--- config.mk ---
export PLATFORM = sky130hd
export DESIGN_NAME = crptos_walk_dp
export DESIGN_NICKNAME = d
export VERILOG_FILES = /design/src/hdl/crptos_pkg.sv /design/src/hdl/crptos_walk_dp.sv
export SDC_FILE = /design/constraint.sdc
export NUM_CORES = 2
export LEC_CHECK = 0
export BUFFER_PORTS_ARGS = -buffer_cell sky130_fd_sc_hd__buf_2
export CAP_MARGIN = 25
export CELL_PAD_IN_SITES_DETAIL_PLACEMENT = 0
export CELL_PAD_IN_SITES_GLOBAL_PLACEMENT = 2
export CORE_ASPECT_RATIO = 0.75
export CORE_MARGIN = 2
export CORE_UTILIZATION = 42
export CTS_BUF_LIST = sky130_fd_sc_hd__clkbuf_4
export CTS_CLUSTER_DIAMETER = 200
export DETAILED_ROUTE_END_ITERATION = 10
export HOLD_SLACK_MARGIN = 0.02
export PLACE_DENSITY = 0.9
export SYNTH_ARGS = -nofsm -noshare
export SYNTH_HDL_FRONTEND = slang
export SYNTH_SLANG_ARGS = --single-unit
--- constraint.sdc ---
create_clock -name clock -period 13.9 [get_ports clock]
set_clock_uncertainty 0.2 [all_clocks]
set_input_delay 1.39 -clock clock [delete_from_list [all_inputs] [get_ports clock]]
set_output_delay 1.39 -clock clock [all_outputs]
set_load 0.01 [all_outputs]
--- src/hdl/crptos_pkg.sv ---
package crptos_pkg;

   // fixed field widths of the ports
   localparam int DRAW_BITS      = 40;
   localparam int DISC_BITS      = 16;
   localparam int CMD_BITS       = 2;
   localparam int IDX_IN_BITS    = 9;
   localparam int STATUS_BITS    = 2;
   localparam int OUT_OCC_BITS   = 9;
   localparam int OUT_COUNT_BITS = 24;
   localparam int APB_ADDR_BITS  = 3;
   localparam int APB_DATA_BITS  = 32;

   // register index, taken from paddr[2]
   localparam logic REG_DISCOUNT = 1'b0;

   typedef enum logic [CMD_BITS-1:0] {
      CMD_SEAT_OLD = 2'd0,
      CMD_SEAT_NEW = 2'd1,
      CMD_REMOVE   = 2'd2,
      CMD_READ     = 2'd3
   } cmd_type;

   typedef enum logic [STATUS_BITS-1:0] {
      ST_OK      = 2'd0,
      ST_BEYOND  = 2'd1,
      ST_OCC_OVF = 2'd2,
      ST_CNT_OVF = 2'd3
   } status_type;

   typedef struct packed {
      logic start;
      logic active;
      logic seat;
   } walk_ctl_type;

   typedef struct packed {
      logic hit;
      logic last;
   } walk_res_type;

   typedef struct packed {
      logic rd_en;
      logic wr_en;
   } mem_ctl_type;

endpackage

--- src/hdl/crptos_walk_dp.sv ---
module crptos_walk_dp #(
   parameter int MAX_OCCUPANCY = 256,
   parameter int COUNT_BITS    = 24,
   parameter int FRAC_BITS     = 16,
   localparam int OCC_BITS     = $clog2(MAX_OCCUPANCY + 1)
) (
   input  logic                                           clock,
   input  logic                                           reset,
   input  crptos_pkg::walk_ctl_type                       ctl,
   input  logic signed [crptos_pkg::DRAW_BITS-1:0]        rem_init,
   input  logic [FRAC_BITS-1:0]                           disc,
   input  logic                                           feed_valid,
   input  logic [COUNT_BITS-1:0]                          feed_count,
   input  logic [OCC_BITS-1:0]                            feed_occ,
   output crptos_pkg::walk_res_type                       res,
   output logic [OCC_BITS-1:0]                            occ,
   output logic [COUNT_BITS-1:0]                          count
);
   import crptos_pkg::*;

   localparam int W_BITS   = OCC_BITS + FRAC_BITS;
   localparam int P_BITS   = COUNT_BITS + W_BITS;
   localparam int CMP_BITS = ((P_BITS > DRAW_BITS) ? P_BITS : DRAW_BITS) + 1;

   logic                          seat_ff;
   logic                          valid_ff;
   logic [P_BITS-1:0]             prod_ff;
   logic [COUNT_BITS-1:0]         cnt_ff;
   logic [OCC_BITS-1:0]           occ_ff;
   logic signed [DRAW_BITS-1:0]   rem_ff;

   logic [W_BITS-1:0]             weight;
   logic signed [CMP_BITS-1:0]    rem_ext;
   logic signed [CMP_BITS-1:0]    prod_ext;
   logic signed [CMP_BITS-1:0]    diff;
   logic                          nonzero;
   logic                          covers;

   // weight of one table: occupancy minus discount, or plain occupancy
   always_comb begin
      if (seat_ff) begin
         weight = {feed_occ, {FRAC_BITS{1'b0}}} - W_BITS'(disc);
      end else begin
         weight = W_BITS'(feed_occ);
      end
   end

   assign rem_ext  = CMP_BITS'(rem_ff);
   assign prod_ext = $signed(CMP_BITS'(prod_ff));
   assign diff     = rem_ext - prod_ext;
   assign nonzero  = (cnt_ff != '0);
   assign covers   = (prod_ext >= rem_ext);

   assign res.hit  = valid_ff && nonzero && covers;
   assign res.last = valid_ff && (occ_ff == OCC_BITS'(MAX_OCCUPANCY));
   assign occ      = occ_ff;
   assign count    = cnt_ff;

   always_ff @(posedge clock) begin
      if (reset) begin
         valid_ff <= 1'b0;
      end else if (ctl.start) begin
         valid_ff <= 1'b0;
      end else if (ctl.active) begin
         valid_ff <= feed_valid;
      end
   end

   always_ff @(posedge clock) begin
      if (ctl.start) begin
         rem_ff  <= rem_init;
         seat_ff <= ctl.seat;
      end else if (ctl.active) begin
         if (valid_ff && nonzero && !covers) begin
            rem_ff <= $signed(diff[DRAW_BITS-1:0]);
         end
         if (feed_valid) begin
            prod_ff <= P_BITS'(feed_count) * P_BITS'(weight);
            cnt_ff  <= feed_count;
            occ_ff  <= feed_occ;
         end
      end
   end

endmodule

==> results.sh <==
export IMPL_grt_pass1_vias=22300
export IMPL_fin_crit_ns=11.04
export IMPL_cts_root_buffer="clkbuf_4"
export IMPL_grt_pass1_wl_um=132000
export IMPL_die_area_sq_mm=0.0684
export IMPL_crit_fanout=15
export IMPL_clock_sinks=124
export IMPL_synth_top_cell_area_share_pct=36.3
export IMPL_wl_um=84800
export IMPL_vias=21600
export IMPL_initial_utilization_pct=42.6
export IMPL_start_kind="input pin"
export IMPL_place_congestion=0.920
export IMPL_drc=0
export IMPL_syn_instance_count=3049
export IMPL_worstPathRequired_ns=14.23
export IMPL_ys_ff_latch=124
export IMPL_first_pass_iters=5
export IMPL_synth_area_sq_mm=0.0278
export IMPL_grt_max_degree=210
export IMPL_clkLatencyLatePin_ns=0.81
export IMPL_htree_levels=4
export IMPL_ys_seq_area_share_pct=13.3
export IMPL_min_path_type="reg2reg"
export IMPL_syn_to_final_growth_pct=5.98
export IMPL_grtUsageTotal_pct=25.8
export IMPL_synth_most_common_cell="inv_1"
export IMPL_cts_resized=0
export IMPL_finalCritPeriodShare_pct=79.5
export IMPL_ys_top_cells_by_count="inv_1 (628), fa_1 (505), nand2_1 (391)"
export IMPL_rsz0062_at_grt="no"
export IMPL_drv_slew=0
export IMPL_ctsHoldBuffers=0
export IMPL_viasPerCell=5.47
export IMPL_die_h_um=227
export IMPL_rows=81
export IMPL_tns_ns=0
export IMPL_status="finished, final reports clean"
export IMPL_critPathKind="in2reg"
export IMPL_synth_top_area_cell="fa_1"
export IMPL_max_freq_mhz=90.5
export IMPL_num_io_pins=130
export IMPL_cts_buffers=17
export IMPL_slew_headroom_pct=27.7
export IMPL_nets=3919
export IMPL_cts_tree="yes"
export IMPL_final_cell_area_sq_mm=0.0295
export IMPL_critPathCaptureType="flop"
export IMPL_dp_hpwl_um=64900
export IMPL_drv_cap=0
export IMPL_async_reset_ff_share_pct=0
export IMPL_portBuffers=129
export IMPL_ys_types=68
export IMPL_wl_per_cell_um=21.5
export IMPL_grt_overflow_total=0
export IMPL_critical_path_top_delay_family="adder cells"
export IMPL_synth_ff_type="edfxtp_1"
export IMPL_drt_iter0_markers=1840
export IMPL_synth_warnings=0
export IMPL_cp_arrival_ns=11.37
export IMPL_layout_drive_gt1_share_pct=7.07
export IMPL_antenna_found_initial=2
export IMPL_crit_slowest_cell="or4_1"
export IMPL_placed_area_sq_mm=0.0291
export IMPL_cpPeakStageDelay_ns=0.60
export IMPL_hold_viol_final=0
export IMPL_antenna_left=0
export IMPL_die_w_um=301
export IMPL_syn_num_nets=3912
export IMPL_worstMarginPinSlew_ns=1.08
export IMPL_cts_clk_slew_worst_paths_ns=0.13
export IMPL_clk_path_buf_depth=2
export IMPL_core_area_sq_mm=0.0654
export IMPL_avgSynthCellArea_sq_um=9.13
export IMPL_synthTopCellsByArea="fa_1 (36%), edfxtp_1 (13%), ha_1 (12%)"
export IMPL_setup_violations_final=0
export IMPL_path_buf_inv=4
export IMPL_synth_edf_count=123
export IMPL_cts_setup_buffers=0
export IMPL_crit_top_cell="fa_1"
==> worst reg2reg max path, stage by stage (launching register included) <==
cell	delay, ns
edfxtp_1	0.40
buf_12	0.44
and2_1	1.04
nand2_1	0.22
fa_1	0.55
inv_1	0.05
fa_1	0.46
fa_1	0.54
inv_1	0.05
fa_1	0.41
fa_1	0.49
inv_1	0.06
fa_1	0.52
inv_1	0.05
fa_1	0.51
inv_1	0.05
ha_1	0.39
a21o_1	0.23
o21bai_1	0.19
a221oi_1	0.37
o21ai_0	0.12
a21oi_1	0.42
a2bb2oi_1	0.58
o21ai_0	0.25
a221oi_1	0.35
xnor2_1	0.09
==> through the flow <==
step	hold slack [ns]	util, %	cells	worst slack [ns]
after floorplan	0.241	-	3049	3.56
after global placement	0.293	44.6	3907	2.34
after detailed placement	0.294	44.6	3907	2.21
after CTS	0.314	45.1	3939	3.06
after global routing	0.366	45.1	3941	2.55
final	0.323	45.1	3947	2.86
==> registers in the layout (all words and copies together), names as in the netlist <==
| signal | flops |
|---|---|
| count | 24 |
| occ | 9 |
| prod_ff | 49 |
| rem_ff | 40 |
| seat_ff | 1 |
| valid_ff | 1 |
==> final cells by class <==
cell class | count | area [sq um]
tap | 871 | 1090
multi-input combinational | 2133 | 21200
clock inverter | 14 | 183
timing repair buffer | 152 | 843
fill | 6336 | 35900
clock buffer | 18 | 135
sequential | 124 | 3710
antenna | 7 | 17.5
inverter | 628 | 2360
==> cell families after synthesis <==
family	synth area share, %
buf+inv	10.8
flops	13.3
fa+ha+maj	48.1
xor+xnor	3.17
mux	0.445
compound gates	7.95
simple gates	16.2
==> routing by layer <==
metal / track usage (%) / routed length, um
met3: 5.81 / 7610
met4: 7.82 / 2340
met1: 36.8 / 37500
met5: 0 / 0
met2: 39.3 / 37400
==> placed cells by master, fill, tap and decap left out, drive strengths merged, types with 8 or more instances in the layout <==
master and instances:
a211oi 10, a21o 64, a21oi 97, a31oi 15, and2 144, and3 191, buf 152, clkbuf 18
edfxtp 123, fa 505, ha 263, inv 634, mux2 11, nand2 394, nand2b 10, nand3 20
nand4 18, nor2 57, nor2b 8, nor3 19, nor4 14, o21a 11, o21ai 93, o21bai 11
o31ai 9, xnor2 64, xor2 35
==> final timing paths <==
check	start	end	slack (ns)	cells after the start
max reg2reg	seat_ff$_DFFE_PP_	prod_ff[47]$_DFFE_PP_	4.63	25
max	disc[7]	prod_ff[47]$_DFFE_PP_	2.86	29
min reg2reg	valid_ff$_SDFFE_PP0P_	valid_ff$_SDFFE_PP0P_	0.32	2
min	valid_ff$_SDFFE_PP0P_	valid_ff$_SDFFE_PP0P_	0.32	2
Power is not shown: default switching activity piles up to over one toggle a cycle in this logic, so the estimate is an artifact.
