==> src/hdl/crptos_pkg.sv <==
package crptos_pkg;

   // fixed field widths of the ports
   localparam int DRAW_BITS      = 40;
   localparam int DISC_BITS      = 16;
   localparam int CMD_BITS       = 2;
   localparam int IDX_IN_BITS    = 9;
   localparam int STATUS_BITS    = 2;
   localparam int OUT_OCC_BITS   = 9;
   localparam int OUT_COUNT_BITS = 24;
   localparam int APB_ADDR_BITS  = 3;
   localparam int APB_DATA_BITS  = 32;

   // register index, taken from paddr[2]
   localparam logic REG_DISCOUNT = 1'b0;

   typedef enum logic [CMD_BITS-1:0] {
      CMD_SEAT_OLD = 2'd0,
      CMD_SEAT_NEW = 2'd1,
      CMD_REMOVE   = 2'd2,
      CMD_READ     = 2'd3
   } cmd_type;

   typedef enum logic [STATUS_BITS-1:0] {
      ST_OK      = 2'd0,
      ST_BEYOND  = 2'd1,
      ST_OCC_OVF = 2'd2,
      ST_CNT_OVF = 2'd3
   } status_type;

   typedef struct packed {
      logic start;
      logic active;
      logic seat;
   } walk_ctl_type;

   typedef struct packed {
      logic hit;
      logic last;
   } walk_res_type;

   typedef struct packed {
      logic rd_en;
      logic wr_en;
   } mem_ctl_type;

endpackage

==> src/hdl/crptos_ctrl.sv <==
module crptos_ctrl #(
   parameter int MAX_OCCUPANCY = 256,
   parameter int COUNT_BITS    = 24,
   parameter int FRAC_BITS     = 16,
   localparam int OCC_BITS     = $clog2(MAX_OCCUPANCY + 1),
   localparam int IDX_BITS     = $clog2(MAX_OCCUPANCY)
) (
   input  logic                                        clock,
   input  logic                                        reset,
   input  logic                                        req_valid,
   output logic                                        req_stall,
   input  logic [crptos_pkg::CMD_BITS-1:0]             req_command,
   input  logic signed [crptos_pkg::DRAW_BITS-1:0]     req_draw_value,
   input  logic [crptos_pkg::IDX_IN_BITS-1:0]          req_occupancy_index,
   output logic                                        rsp_valid,
   input  logic                                        rsp_stall,
   output logic [crptos_pkg::STATUS_BITS-1:0]          rsp_status,
   output logic [crptos_pkg::OUT_OCC_BITS-1:0]         rsp_new_occupancy,
   output logic [crptos_pkg::OUT_COUNT_BITS-1:0]       rsp_total_customers,
   output logic [crptos_pkg::OUT_COUNT_BITS-1:0]       rsp_total_tables,
   output logic                                        rsp_is_empty,
   output logic [crptos_pkg::OUT_COUNT_BITS-1:0]       rsp_entry_count,
   output crptos_pkg::walk_ctl_type                    walk_ctl,
   output logic signed [crptos_pkg::DRAW_BITS-1:0]     rem_init,
   input  crptos_pkg::walk_res_type                    walk_res,
   input  logic [OCC_BITS-1:0]                         walk_occ,
   input  logic [COUNT_BITS-1:0]                       walk_count,
   output logic                                        feed_valid,
   output logic [OCC_BITS-1:0]                         feed_occ,
   output crptos_pkg::mem_ctl_type                     mem_ctl,
   output logic [IDX_BITS-1:0]                         rd_addr,
   output logic [IDX_BITS-1:0]                         wr_addr,
   output logic [COUNT_BITS-1:0]                       wr_data,
   input  logic [COUNT_BITS-1:0]                       rd_data
);
   import crptos_pkg::*;

   localparam int CIDX_BITS = (OCC_BITS > IDX_IN_BITS) ? OCC_BITS : IDX_IN_BITS;

   typedef enum logic [6:0] {
      S_CLEAR  = 7'b0000001,
      S_IDLE   = 7'b0000010,
      S_WALK   = 7'b0000100,
      S_READ   = 7'b0001000,
      S_CHECK  = 7'b0010000,
      S_WRITE2 = 7'b0100000,
      S_FINISH = 7'b1000000
   } state_type;

   state_type                    state_ff, state_in;
   logic [OCC_BITS-1:0]          issue_ff, issue_in;
   logic                         pend_ff, pend_in;
   logic [OCC_BITS-1:0]          tag_ff, tag_in;
   cmd_type                      cmd_ff, cmd_in;
   logic [OCC_BITS-1:0]          occ_sel_ff, occ_sel_in;
   logic [COUNT_BITS-1:0]        cnt_sel_ff, cnt_sel_in;
   logic [IDX_BITS-1:0]          fix_addr_ff, fix_addr_in;
   status_type                   st_ff, st_in;
   logic [OCC_BITS-1:0]          newocc_ff, newocc_in;
   logic [COUNT_BITS-1:0]        entry_ff, entry_in;
   logic [COUNT_BITS-1:0]        cust_ff, cust_in;
   logic [COUNT_BITS-1:0]        tab_ff, tab_in;
   logic                         rsp_valid_ff, rsp_valid_in;
   status_type                   rsp_status_ff, rsp_status_in;
   logic [OUT_OCC_BITS-1:0]      rsp_newocc_ff, rsp_newocc_in;
   logic [OUT_COUNT_BITS-1:0]    rsp_cust_ff, rsp_cust_in;
   logic [OUT_COUNT_BITS-1:0]    rsp_tab_ff, rsp_tab_in;
   logic                         rsp_empty_ff, rsp_empty_in;
   logic [OUT_COUNT_BITS-1:0]    rsp_entry_ff, rsp_entry_in;

   logic                         accept;
   cmd_type                      req_cmd;
   logic [CIDX_BITS-1:0]         idx_wide;
   logic                         idx_ok;
   logic signed [DRAW_BITS-1:0]  rank;
   logic                         entry_full;
   logic                         cust_full;
   logic                         tab_full;

   assign req_stall  = (state_ff != S_IDLE);
   assign accept     = req_valid && !req_stall;
   assign req_cmd    = cmd_type'(req_command);
   assign idx_wide   = CIDX_BITS'(req_occupancy_index);
   assign idx_ok     = (idx_wide != '0) && (idx_wide <= CIDX_BITS'(MAX_OCCUPANCY));
   assign entry_full = (rd_data == {COUNT_BITS{1'b1}});
   assign cust_full  = (cust_ff == {COUNT_BITS{1'b1}});
   assign tab_full   = (tab_ff == {COUNT_BITS{1'b1}});

   // integer rank for remove, floored and clamped at zero
   assign rank = req_draw_value[DRAW_BITS-1] ? '0 :
                 $signed({{FRAC_BITS{1'b0}}, req_draw_value[DRAW_BITS-1:FRAC_BITS]});
   assign rem_init = (req_cmd == CMD_REMOVE) ? rank : req_draw_value;

   assign feed_valid = pend_ff;
   assign feed_occ   = tag_ff;

   always_comb begin
      state_in      = state_ff;
      issue_in      = issue_ff;
      pend_in       = 1'b0;
      tag_in        = tag_ff;
      cmd_in        = cmd_ff;
      occ_sel_in    = occ_sel_ff;
      cnt_sel_in    = cnt_sel_ff;
      fix_addr_in   = fix_addr_ff;
      st_in         = st_ff;
      newocc_in     = newocc_ff;
      entry_in      = entry_ff;
      cust_in       = cust_ff;
      tab_in        = tab_ff;
      rsp_valid_in  = rsp_valid_ff;
      rsp_status_in = rsp_status_ff;
      rsp_newocc_in = rsp_newocc_ff;
      rsp_cust_in   = rsp_cust_ff;
      rsp_tab_in    = rsp_tab_ff;
      rsp_empty_in  = rsp_empty_ff;
      rsp_entry_in  = rsp_entry_ff;
      walk_ctl      = '0;
      mem_ctl       = '0;
      rd_addr       = fix_addr_ff;
      wr_addr       = fix_addr_ff;
      wr_data       = '0;

      if (rsp_valid_ff && !rsp_stall) begin
         rsp_valid_in = 1'b0;
      end

      unique case (state_ff)
         S_CLEAR: begin
            mem_ctl.wr_en = 1'b1;
            wr_addr       = issue_ff[IDX_BITS-1:0];
            issue_in      = issue_ff + OCC_BITS'(1);
            if (issue_ff == OCC_BITS'(MAX_OCCUPANCY - 1)) begin
               state_in = S_IDLE;
            end
         end
         S_IDLE: begin
            if (accept) begin
               cmd_in    = req_cmd;
               st_in     = ST_OK;
               newocc_in = '0;
               entry_in  = '0;
               issue_in  = '0;
               unique case (req_cmd)
                  CMD_SEAT_OLD, CMD_REMOVE: begin
                     walk_ctl.start = 1'b1;
                     walk_ctl.seat  = (req_cmd == CMD_SEAT_OLD);
                     state_in       = S_WALK;
                  end
                  CMD_SEAT_NEW: begin
                     fix_addr_in = '0;
                     state_in    = S_READ;
                  end
                  CMD_READ: begin
                     if (idx_ok) begin
                        fix_addr_in = IDX_BITS'(idx_wide - CIDX_BITS'(1));
                        state_in    = S_READ;
                     end else begin
                        state_in = S_FINISH;
                     end
                  end
               endcase
            end
         end
         S_WALK: begin
            walk_ctl.active = 1'b1;
            // stream one entry a cycle into the weight pipeline
            if (issue_ff != OCC_BITS'(MAX_OCCUPANCY)) begin
               mem_ctl.rd_en = 1'b1;
               rd_addr       = issue_ff[IDX_BITS-1:0];
               issue_in      = issue_ff + OCC_BITS'(1);
               pend_in       = 1'b1;
               tag_in        = issue_ff + OCC_BITS'(1);
            end
            if (walk_res.hit) begin
               occ_sel_in = walk_occ;
               cnt_sel_in = walk_count;
               if (cmd_ff == CMD_SEAT_OLD) begin
                  if (walk_occ == OCC_BITS'(MAX_OCCUPANCY)) begin
                     st_in    = ST_OCC_OVF;
                     state_in = S_FINISH;
                  end else begin
                     // entry of the next occupancy up
                     fix_addr_in = walk_occ[IDX_BITS-1:0];
                     state_in    = S_READ;
                  end
               end else if (walk_occ == OCC_BITS'(1)) begin
                  // single-customer table leaves
                  cust_in   = cust_ff - COUNT_BITS'(1);
                  tab_in    = tab_ff - COUNT_BITS'(1);
                  newocc_in = '0;
                  state_in  = S_WRITE2;
               end else begin
                  fix_addr_in = IDX_BITS'(walk_occ - OCC_BITS'(2));
                  state_in    = S_READ;
               end
            end else if (walk_res.last) begin
               st_in    = ST_BEYOND;
               state_in = S_FINISH;
            end
         end
         S_READ: begin
            mem_ctl.rd_en = 1'b1;
            state_in      = S_CHECK;
         end
         S_CHECK: begin
            unique case (cmd_ff)
               CMD_SEAT_OLD: begin
                  if (cust_full || entry_full) begin
                     st_in    = ST_CNT_OVF;
                     state_in = S_FINISH;
                  end else begin
                     mem_ctl.wr_en = 1'b1;
                     wr_data       = rd_data + COUNT_BITS'(1);
                     cust_in       = cust_ff + COUNT_BITS'(1);
                     newocc_in     = occ_sel_ff + OCC_BITS'(1);
                     state_in      = S_WRITE2;
                  end
               end
               CMD_SEAT_NEW: begin
                  if (cust_full || tab_full || entry_full) begin
                     st_in    = ST_CNT_OVF;
                     state_in = S_FINISH;
                  end else begin
                     mem_ctl.wr_en = 1'b1;
                     wr_data       = rd_data + COUNT_BITS'(1);
                     cust_in       = cust_ff + COUNT_BITS'(1);
                     tab_in        = tab_ff + COUNT_BITS'(1);
                     newocc_in     = OCC_BITS'(1);
                     state_in      = S_FINISH;
                  end
               end
               CMD_REMOVE: begin
                  if (entry_full) begin
                     st_in    = ST_CNT_OVF;
                     state_in = S_FINISH;
                  end else begin
                     mem_ctl.wr_en = 1'b1;
                     wr_data       = rd_data + COUNT_BITS'(1);
                     cust_in       = cust_ff - COUNT_BITS'(1);
                     newocc_in     = occ_sel_ff - OCC_BITS'(1);
                     state_in      = S_WRITE2;
                  end
               end
               CMD_READ: begin
                  entry_in = rd_data;
                  state_in = S_FINISH;
               end
            endcase
         end
         S_WRITE2: begin
            // the chosen table leaves its old occupancy
            mem_ctl.wr_en = 1'b1;
            wr_addr       = IDX_BITS'(occ_sel_ff - OCC_BITS'(1));
            wr_data       = cnt_sel_ff - COUNT_BITS'(1);
            state_in      = S_FINISH;
         end
         S_FINISH: begin
            if (!rsp_valid_ff || !rsp_stall) begin
               rsp_valid_in  = 1'b1;
               rsp_status_in = st_ff;
               rsp_newocc_in = OUT_OCC_BITS'(newocc_ff);
               rsp_cust_in   = OUT_COUNT_BITS'(cust_ff);
               rsp_tab_in    = OUT_COUNT_BITS'(tab_ff);
               rsp_empty_in  = (cust_ff == '0);
               rsp_entry_in  = OUT_COUNT_BITS'(entry_ff);
               state_in      = S_IDLE;
            end
         end
         default: begin
            state_in = S_IDLE;
         end
      endcase
   end

   always_ff @(posedge clock) begin
      if (reset) begin
         state_ff     <= S_CLEAR;
         issue_ff     <= '0;
         pend_ff      <= 1'b0;
         cust_ff      <= '0;
         tab_ff       <= '0;
         rsp_valid_ff <= 1'b0;
      end else begin
         state_ff     <= state_in;
         issue_ff     <= issue_in;
         pend_ff      <= pend_in;
         cust_ff      <= cust_in;
         tab_ff       <= tab_in;
         rsp_valid_ff <= rsp_valid_in;
      end
   end

   always_ff @(posedge clock) begin
      tag_ff        <= tag_in;
      cmd_ff        <= cmd_in;
      occ_sel_ff    <= occ_sel_in;
      cnt_sel_ff    <= cnt_sel_in;
      fix_addr_ff   <= fix_addr_in;
      st_ff         <= st_in;
      newocc_ff     <= newocc_in;
      entry_ff      <= entry_in;
      rsp_status_ff <= rsp_status_in;
      rsp_newocc_ff <= rsp_newocc_in;
      rsp_cust_ff   <= rsp_cust_in;
      rsp_tab_ff    <= rsp_tab_in;
      rsp_empty_ff  <= rsp_empty_in;
      rsp_entry_ff  <= rsp_entry_in;
   end

   assign rsp_valid           = rsp_valid_ff;
   assign rsp_status          = rsp_status_ff;
   assign rsp_new_occupancy   = rsp_newocc_ff;
   assign rsp_total_customers = rsp_cust_ff;
   assign rsp_total_tables    = rsp_tab_ff;
   assign rsp_is_empty        = rsp_empty_ff;
   assign rsp_entry_count     = rsp_entry_ff;

endmodule

==> config.mk <==
export PLATFORM = sky130hd
export DESIGN_NAME = crptos_ctrl
export DESIGN_NICKNAME = d
export VERILOG_FILES = /design/src/hdl/crptos_pkg.sv /design/src/hdl/crptos_ctrl.sv
export SDC_FILE = /design/constraint.sdc
export NUM_CORES = 1
export LEC_CHECK = 0
export BUFFER_PORTS_ARGS = -buffer_cell sky130_fd_sc_hd__buf_2
export CAP_MARGIN = 20
export CORE_AREA = 2 2 170 172
export DETAILED_ROUTE_END_ITERATION = 6
export DIE_AREA = 0 0 172 174
export PLACE_DENSITY = 0.68
export SLEW_MARGIN = 20
export SYNTH_ARGS = -nofsm -noshare
export SYNTH_HDL_FRONTEND = slang
export SYNTH_SLANG_ARGS = --single-unit
==> constraint.sdc <==
create_clock -name clock -period 6.1 [get_ports clock]
set_input_delay 0.915 -clock clock [delete_from_list [all_inputs] [get_ports clock]]
set_output_delay 0.915 -clock clock [all_outputs]
set_load 0.01 [all_outputs]
==> metrics.csv, run 1 <==
metric,value,unit
clock sink count,237,
critical path type,in2out,
Mapped Cells,1230,
WL per Instance,18.5,um
IO Pins,295,
Critical R2R Capture,tab_ff[20],
"count leader, synth",edfxtp_1,
Worst Path Arrival,3.93,ns
post_cts resized,0,
number of distinct library cells after synthesis,70,
worst-margin pin slew,1.04,ns
cts hold-fix bufs,0,
area grow syn2layout,22.0,%
First DRT Iteration DRCs,805,
"Hold Vio Cnt, Final",0,
post-route cell area,15300,um^2
Post-synth ARST share,0,%
Core Region,28200,um^2
# setup viols final,0,
Synth Register Bits,237,
All-Layer GR Usage,23.3,%
setup_tns,0,ns
Std-Cell Rows,62,
Worst Path Required,5.18,ns
Slew Limit Fails,0,
largest net degree at the start of global routing,71,
post-synthesis cell area,12500,um^2
Placement Setup Slack,1.24,ns
Worst R2R Path Depth,14,
Worst VDD drop,172,uV
"top cells by count, synth","edfxtp_1 (171), nand2_1 (111), nor2_1 (105), a21oi_1 (73), dfxtp_1 (66)",
max-cap viol count,0,
crit path to,wr_data[2],
"Reg clk slew, reported paths",0.06,ns
Crit. Startpoint,rd_data[0],
min setup slack post-route,1.25,ns
post-synthesis sequential area ratio,51.6,%
fmax,206,MHz
Post-DRT Antenna Nets,0,
die area,29900,um^2
"Top FF cell, synth",edfxtp_1,
Die W,172,um
"Avg Cell Area, Syn",10.2,um^2
CP Capture Type,output port,
vias in the first global route,9897,
CTS Buffer Depth,3,
Cell Pwr Density,250,nW/um^2
RSZ-0062 raised after global routing,false,
placed cell area,14300,um^2
CTS tree,done,
leakage,5.96,nW
Final min period,4.85,ns
clk_skew,0.0171,ns
first-pass GRT wire length,54300,um
clock latency on the worst-skew pair,0.54,ns
final period utilization,79.5,%
"EDFF count, synth",171,
R2R setup slack,1.90,ns
post-detail-place hpwl,27000,um
via count,10470,
TritonRoute pass-1 iters,5,
post-synth net total,1384,
layout cells sized above 1,24.8,%
Synth area leaders,"edfxtp_1 (41%), dfxtp_1 (11%), xnor2_1 (4.0%)",
Root Driver,clkbuf_16,
reg-to-reg critical path startpoint,state_ff[3],
# port buffers,294,
vias per cell,5.48,
nets,1660,
Total Power,0.00382,W
status,completed,
Hold Crit Class,reg2reg,
setup bufs post-CTS,0,
Die Height,174,um
Slew Limit Headroom,31.0,%
antenna violations before repair,2,
top-area cell type share of the netlist area,41.1,%
leading area contributor after synthesis,edfxtp_1,
CTS Buf Count,26,
H-tree depth,1,
yosys warns,0,
Initial Utilization,44.3,%
Overflow after GRT,0,
crit start category,input port,
DRC viols,0,
critical-path maximum fanout,25,
final WL,35400,um
routability congestion estimate,0.950,
[sequential cells by signal, indices dropped and copies added (netlist names), 2 cells and up]
register and cells:
rsp_entry_count 24, newocc_ff 9, entry_ff 24, cnt_sel_ff 24, occ_sel_ff 9, rsp_status 2, tab_ff 24, st_ff 2
fix_addr_ff 8, cust_ff 24, rsp_total_tables 24, rsp_new_occupancy 9, state_ff 7, feed_occ 9, cmd_ff 2, issue_ff 9
rsp_total_customers 24
[layout by cell type (no fill, tap or decap), drive strengths merged, types with 8 or more instances in the layout]
master / instances
buf: 301
edfxtp: 171
nand2: 112
nor2: 106
a21oi: 76
dfxtp: 66
o21ai: 65
xnor2: 57
xor2: 49
and2: 44
nor3: 40
ha: 39
inv: 36
nand3: 35
o22ai: 32
clkbuf: 32
nand2b: 30
nand4: 23
nor4: 22
or3: 21
and3: 16
a31oi: 13
a211oi: 11
a21o: 10
nand3b: 9
nor2b: 8
a22oi: 8
mux2: 8
or4: 8
[layer usage]
| metal | GRT usage (%) | share of wire (%) | wire length (um) | vias up |
|---|---|---|---|---|
| li1 | - | - | - | 5082 |
| met1 | 28.8 | 41 | 14500 | 4964 |
| met2 | 41.0 | 50 | 17700 | 363 |
| met3 | 3.28 | 5.5 | 1950 | 61 |
| met4 | 9.03 | 3.6 | 1290 | 0 |
| met5 | 0 | 0 | 0 | - |
[report_power, final]
part	leakage (nW)	total (W)	switching (W)	internal [W]
Combinational	3.41	0.000359	0.000223	0.000136
Clock	0.442	0.00171	0.000653	0.00106
Sequential	2.11	0.00175	0.0000187	0.00173
[worst min-delay path by stage]
stage / end / startpoint / depth (start not counted) / slack, ns
after floorplan: rsp_entry_count[0] / entry_ff[0] / 0 / 0.40
after global placement: rsp_entry_count[16] / entry_ff[16] / 0 / 0.40
after detailed placement: rsp_entry_count[10] / entry_ff[10] / 0 / 0.41
after CTS: rsp_new_occupancy[6] / newocc_ff[6] / 0 / 0.42
after global routing: rsp_new_occupancy[0] / newocc_ff[0] / 0 / 0.42
final: rsp_new_occupancy[0] / newocc_ff[0] / 0 / 0.42
[logic make-up after synthesis]
family                     Yosys count  synth area share [%]
buffers and inverters               90                  2.94
muxes                               10                 0.881
and+or+nand+nor                    499                  20.8
xor gates and xnor gates           106                  7.43
DFF                                237                  51.6
AOI/OAI and AO/OA                  248                  12.2
adders and majority gates           40                  4.06
[stage by stage]
step                      instances  hold slack, ns  utilization (%)
after floorplan                1230           0.400                -
after global placement         1862           0.401             50.6
after detailed placement       1862           0.407             50.6
after CTS                      1910           0.419             54.0
after global routing           1912           0.422             54.0
final                          1912           0.419             54.0
[worst max-delay path, stage by stage]
cell and delay [ns]:
buf_2 0.14, ha_1 0.25, inv_1 0.08, or4_1 0.54
nor3_1 0.42, nor3_2 0.19, nand2_1 0.19, a21oi_1 0.11
nand2b_1 0.69, o22ai_1 0.22, buf_2 0.19
[final cells by class]
cell class                      count  area (um^2)
Antenna cell                        2         5.00
Sequential cell                   237         6460
Tap cell                          384          480
Multi-Input combinational cell    903         5700
Inverter                           37          139
Clock buffer                       32          683
Clock inverter                     16          262
Fill cell                        2602        13000
Timing Repair Buffer              301         1520
Note: power is estimated with default switching activity, not from simulation.
==> run 2, diff against run 1 <==
--- a/config.mk
+++ b/config.mk
@@ -5,11 +5,12 @@
 export SDC_FILE = /design/constraint.sdc
 export NUM_CORES = 1
 export LEC_CHECK = 0
+export ABC_AREA = 1
 export BUFFER_PORTS_ARGS = -buffer_cell sky130_fd_sc_hd__buf_2
 export CAP_MARGIN = 20
-export CORE_AREA = 2 2 170 172
+export CORE_AREA = 2 2 177 179
 export DETAILED_ROUTE_END_ITERATION = 6
-export DIE_AREA = 0 0 172 174
+export DIE_AREA = 0 0 179 181
 export PLACE_DENSITY = 0.68
 export SLEW_MARGIN = 20
 export SYNTH_ARGS = -nofsm -noshare
==> constraint.sdc (replaced) <==
create_clock -name clock -period 4.87 [get_ports clock]
set_input_delay 0.7305 -clock clock [delete_from_list [all_inputs] [get_ports clock]]
set_output_delay 0.7305 -clock clock [all_outputs]
set_load 0.01 [all_outputs]
==> metrics.csv, run 2 <==
metric,value,unit
status,completed,
crit start category,flop,
via count,12532,
Post-synth ARST share,0,%
Overflow after GRT,0,
post-synthesis cell area,13600,um^2
First DRT Iteration DRCs,1109,
DRC viols,0,
GRT met1 Usage,32.1,%
CTS tree,done,
clock latency on the worst-skew pair,0.53,ns
"Avg Cell Area, Syn",8.10,um^2
die area,32400,um^2
routability congestion estimate,1.01,
TritonRoute pass-1 iters,5,
"count leader, synth",nand2_1,
worst-margin pin slew,1.06,ns
area of the multi-input gates,6250,um^2
Initial Utilization,44.9,%
Core Region,30300,um^2
"EDFF count, synth",171,
vias in the first global route,11808,
layout cells sized above 1,20.1,%
"Reg clk slew, reported paths",0.06,ns
CTS Buffer Depth,3,
"Hold Vio Cnt, Final",0,
Slew Limit Fails,0,
first-pass GRT wire length,63600,um
"top cells by count, synth","nand2_1 (371), nor2_1 (252), edfxtp_1 (171), inv_1 (163), o21ai_0 (121)",
cts hold-fix bufs,0,
Hold Crit Class,in2reg,
Mapped Cells,1680,
Post-DRT Antenna Nets,0,
WL per Instance,17.1,um
Cell Pwr Density,433,nW/um^2
Worst Path Required,4.14,ns
post-synth net total,1834,
setup_tns,0,ns
vias per cell,5.27,
Synth Register Bits,237,
RSZ-0062 raised after global routing,false,
met2 Use GR,42.6,%
largest net degree at the start of global routing,52,
"commonest non-fill, non-tap cell in the layout",nand2_1,
critical-path maximum fanout,28,
most frequent cells in the layout,"nand2_1 (371), buf_2 (294), nor2_1 (249)",
fmax,253,MHz
leading area contributor after synthesis,edfxtp_1,
Die Height,181,um
area grow syn2layout,19.5,%
setup bufs post-CTS,0,
Die W,179,um
Hold Worst Slack,0.375,ns
Slew Limit Headroom,29.0,%
Worst Path Arrival,3.22,ns
Root Driver,clkbuf_16,
Final min period,3.95,ns
Reg area,6460,um^2
CTS Buf Count,27,
nets,2112,
yosys warns,0,
Worst VDD drop,277,uV
leakage,7.29,nW
max-cap viol count,0,
H-tree depth,1,
clk_skew,0.0124,ns
grt peak-use layer,met2,
CP Capture Type,output port,
final WL,40500,um
Fillers,2871,
final period utilization,81.1,%
top-area cell type share of the netlist area,37.7,%
number of distinct library cells after synthesis,53,
Std-Cell Rows,64,
critical path type,reg2out,
Synth area leaders,"edfxtp_1 (38%), nand2_1 (10%), dfxtp_1 (9.7%)",
met3 usage,3.09,%
antenna violations before repair,2,
clock sink count,237,
post_cts resized,0,
All-Layer GR Usage,24.9,%
# setup viols final,0,
"Top FF cell, synth",edfxtp_1,
IO Pins,295,
post-synthesis sequential area ratio,47.4,%
# port buffers,294,
post-detail-place hpwl,31500,um
==> run 2: cell types whose count changed in the layout (fill, tap and decap cells not counted), sizes merged, moves of 30 or more <==
cell	previous run	this run
nand3	35	99
inv	36	175
nor2	106	264
xnor2	57	25
nand2	112	384
o21ai	65	132
nand2b	30	0
and2	44	2
==> run 2: power by group <==
part           switching (W)  leakage [nW]  internal, W  total (W)
combinational        0.00165          4.76     0.000922    0.00257
sequential          0.000165          2.11      0.00239    0.00256
clock               0.000805         0.415      0.00112    0.00193
==> run 2: layout make-up <==
cell class	instances	share of cell area, %
flip-flops and latches	237	39.7
inverters	176	4.06
multi-input cells	1212	38.4
well taps	396	3.04
clock inverters	14	0.692
repair buffers	304	9.58
clock buffers	36	4.54
diodes	1	0.0154
==> run 2: stage by stage <==
step	total power (W)	instances	util, %	setup slack (ns)	area (um^2)
floorplan	0.00444	1680	-	1.33	13600
global placement	0.00511	2325	50.8	1.41	15400
detailed placement	0.00514	2325	50.8	1.36	15400
CTS	0.00709	2375	53.6	0.909	16300
global route	0.00756	2376	53.6	0.660	16300
finish	0.00706	2376	53.6	0.921	16300
==> run 2: worst max-delay path, stage by stage, from the launching register on <==
cell and delay, ns:
dfxtp_1 0.34, nor2_4 0.16, nand3_2 0.13, nor2_4 0.37, inv_2 0.36, nor2_1 0.35
nand2_1 0.44, o31ai_1 0.34, buf_2 0.19
==> run 2: kinds of logic after synthesis <==
group                    share of synthesized area, %
AO/OA/AOI/OAI                                    10.1
flip-flops                                       47.4
AND/OR/NAND/NOR                                  26.5
multiplexers                                   0.0735
XOR/XNOR                                         5.40
buffers and inverters                            6.80
adder cells (fa/ha/maj)                          3.73
==> run 2: worst paths after layout <==
kind / to / depth (start not counted) / slack, ns / from
max reg2reg: tab_ff[21] / 14 / 1.49 / state_ff[0]
min reg2reg: rsp_entry_count[5] / 0 / 0.42 / entry_ff[5]
min: cnt_sel_ff[20] / 1 / 0.37 / walk_count[20]
max: wr_data[16] / 8 / 0.92 / state_ff[0]
==> run 2: routing by layer <==
layer	vias up	share of wire, %
li1	6147	-
met1	5804	42
met2	497	48
met3	82	6.1
met4	2	3.9
met5	-	0.032
==> run 3, diff against run 2 <==
--- a/config.mk
+++ b/config.mk
@@ -5,12 +5,12 @@
 export SDC_FILE = /design/constraint.sdc
 export NUM_CORES = 1
 export LEC_CHECK = 0
-export ABC_AREA = 1
+export ABC_AREA = 0
 export BUFFER_PORTS_ARGS = -buffer_cell sky130_fd_sc_hd__buf_2
 export CAP_MARGIN = 20
-export CORE_AREA = 2 2 177 179
+export CORE_AREA = 2 2 170 172
 export DETAILED_ROUTE_END_ITERATION = 6
-export DIE_AREA = 0 0 179 181
+export DIE_AREA = 0 0 172 174
 export PLACE_DENSITY = 0.68
 export SLEW_MARGIN = 20
 export SYNTH_ARGS = -nofsm -noshare
==> constraint.sdc (replaced) <==
create_clock -name clock -period 4.1 [get_ports clock]
set_input_delay 0.615 -clock clock [delete_from_list [all_inputs] [get_ports clock]]
set_output_delay 0.615 -clock clock [all_outputs]
set_load 0.01 [all_outputs]
==> metrics.csv, run 3 (same netlist as run 1, synthesis figures left out) <==
metric,value,unit
# port buffers,294,
DRC viols,0,
post-route core utilization,53.8,%
clock latency on the worst-skew pair,0.52,ns
CP Capture Type,output port,
Most Frequent Cell on Critical Path,buf_4,
Reg area,6460,um^2
hold depth,1,
Final min period,3.85,ns
routability congestion estimate,0.994,
Std-Cell Rows,62,
# setup viols final,0,
critical path type,reg2out,
H-tree depth,1,
R2R setup slack,0.46,ns
GRT met1 Usage,28.7,%
Hold Crit Class,in2reg,
Worst R2R Path Depth,13,
antenna violations before repair,3,
clock sink count,237,
Initial Utilization,44.3,%
Slew Limit Headroom,32.0,%
worst path buffer plus inverter count,3,
CTS Buffer Depth,3,
layout cells sized above 1,25.0,%
"commonest non-fill, non-tap cell in the layout",buf_2,
final WL,35200,um
area of the multi-input gates,5700,um^2
Hold Worst Slack,0.266,ns
fmax,259,MHz
Fillers,2588,
met2 Use GR,39.3,%
Total Power,0.00534,W
family with the most delay on the worst path,simple AND/OR/NAND/NOR gates,
Critical-path top delay cell,or4_4,
worst-margin pin slew,1.02,ns
nets,1669,
Overflow after GRT,0,
area grow syn2layout,21.6,%
status,completed,
Die W,172,um
cts hold-fix bufs,0,
grt peak-use layer,met2,
IO Pins,295,
Worst Path Arrival,3.24,ns
Worst VDD drop,325,uV
final period utilization,94.0,%
TritonRoute pass-1 iters,5,
All-Layer GR Usage,22.8,%
most frequent cells in the layout,"buf_2 (294), edfxtp_1 (171), nand2_1 (111)",
leakage,5.97,nW
clk_skew,0.0222,ns
Cell Pwr Density,351,nW/um^2
post-detail-place hpwl,26900,um
First DRT Iteration DRCs,838,
vias in the first global route,9871,
CTS Buf Count,24,
first-pass GRT wire length,53700,um
CP Cell Sequence,nand4_2 -> or4_4 -> nor4_4 -> buf_4 -> nor3_2 -> nand2_1 -> a21oi_1 -> nand2b_1 -> buf_4 -> o22ai_1 -> buf_2,
crit start category,flop,
Die Height,174,um
met3 usage,4.12,%
Slew Limit Fails,0,
Worst path max stage delay,0.61,ns
"Hold Vio Cnt, Final",0,
Root Driver,clkbuf_16,
setup_tns,0,ns
Levels on crit path,11,
critical-path maximum fanout,25,
CTS tree,done,
largest net degree at the start of global routing,44,
die area,29900,um^2
Worst Path Required,3.48,ns
RSZ-0062 raised after global routing,false,
max-cap viol count,0,
Post-DRT Antenna Nets,0,
WL per Instance,18.3,um
"Reg clk slew, reported paths",0.07,ns
Core Region,28200,um^2
vias per cell,5.47,
via count,10508,
## run 3: cell count changes in the layout (fill, tap and decap cells not counted), sizes merged, moves of 30 or more
cell    before  now
nor2       264  106
nand2b       0   30
nand3       99   35
nand2      384  112
xnor2       25   57
o21ai      132   65
inv        175   37
and2         2   44
## run 3: repair_timing
action | in CTS | in global routing
hold endpoints to repair | 0 | 0
gates resized for setup | 0 | 1
setup buffers | 0 | 1
setup endpoints to repair | 0 | 25
## run 3: where the power goes
part	internal [W]	leakage [nW]	switching, W
combinational	0.000203	3.47	0.000339
sequential	0.00257	2.11	0.0000301
clock	0.00130	0.393	0.000899
total	0.00407	5.97	0.00127
## run 3: layer usage
layer,share of wire (%),up-vias
li1,-,5075
met2,50,402
met3,6.7,68
met4,3.1,0
met1,41,4963
met5,0,-
## run 3: path summary, 6_finish.rpt
kind                  startpoint              endpoint
setup / recovery      cust_ff[4]           wr_data[23]
hold / removal    walk_count[23]        cnt_sel_ff[23]
hold reg to reg     newocc_ff[1]  rsp_new_occupancy[1]
setup reg to reg     state_ff[2]            tab_ff[23]
## run 3: final cells by class
type | count | area share, %
repair buffers | 312 | 10.6
clock buffers | 34 | 4.75
flip-flops and latches | 237 | 42.5
inverters | 37 | 0.914
multi-input cells | 903 | 37.5
clock inverters | 10 | 0.560
well taps | 384 | 3.16
diodes | 3 | 0.0494
## run 3: worst register-to-register path, cell delays in order, from the launching register on
cell	delay (ns)
dfxtp_1	0.34
nor3_1	0.32
and3_1	0.23
inv_1	0.04
buf_4	0.21
ha_1	0.37
o211ai_1	0.24
a21boi_0	0.17
o221ai_1	0.24
nand2_1	0.13
a31oi_1	0.31
o21ai_0	0.23
or4b_2	0.66
nand4_1	0.10
## run 3: per-stage QoR
step	cell area [um^2]	cells	setup WS, ns
after detailed placement	14400	1872	0.395
after global routing	15200	1920	0.0630
after global placement	14400	1872	0.474
after floorplan	12500	1230	0.0621
after CTS	15200	1916	0.0462
final	15200	1920	0.245
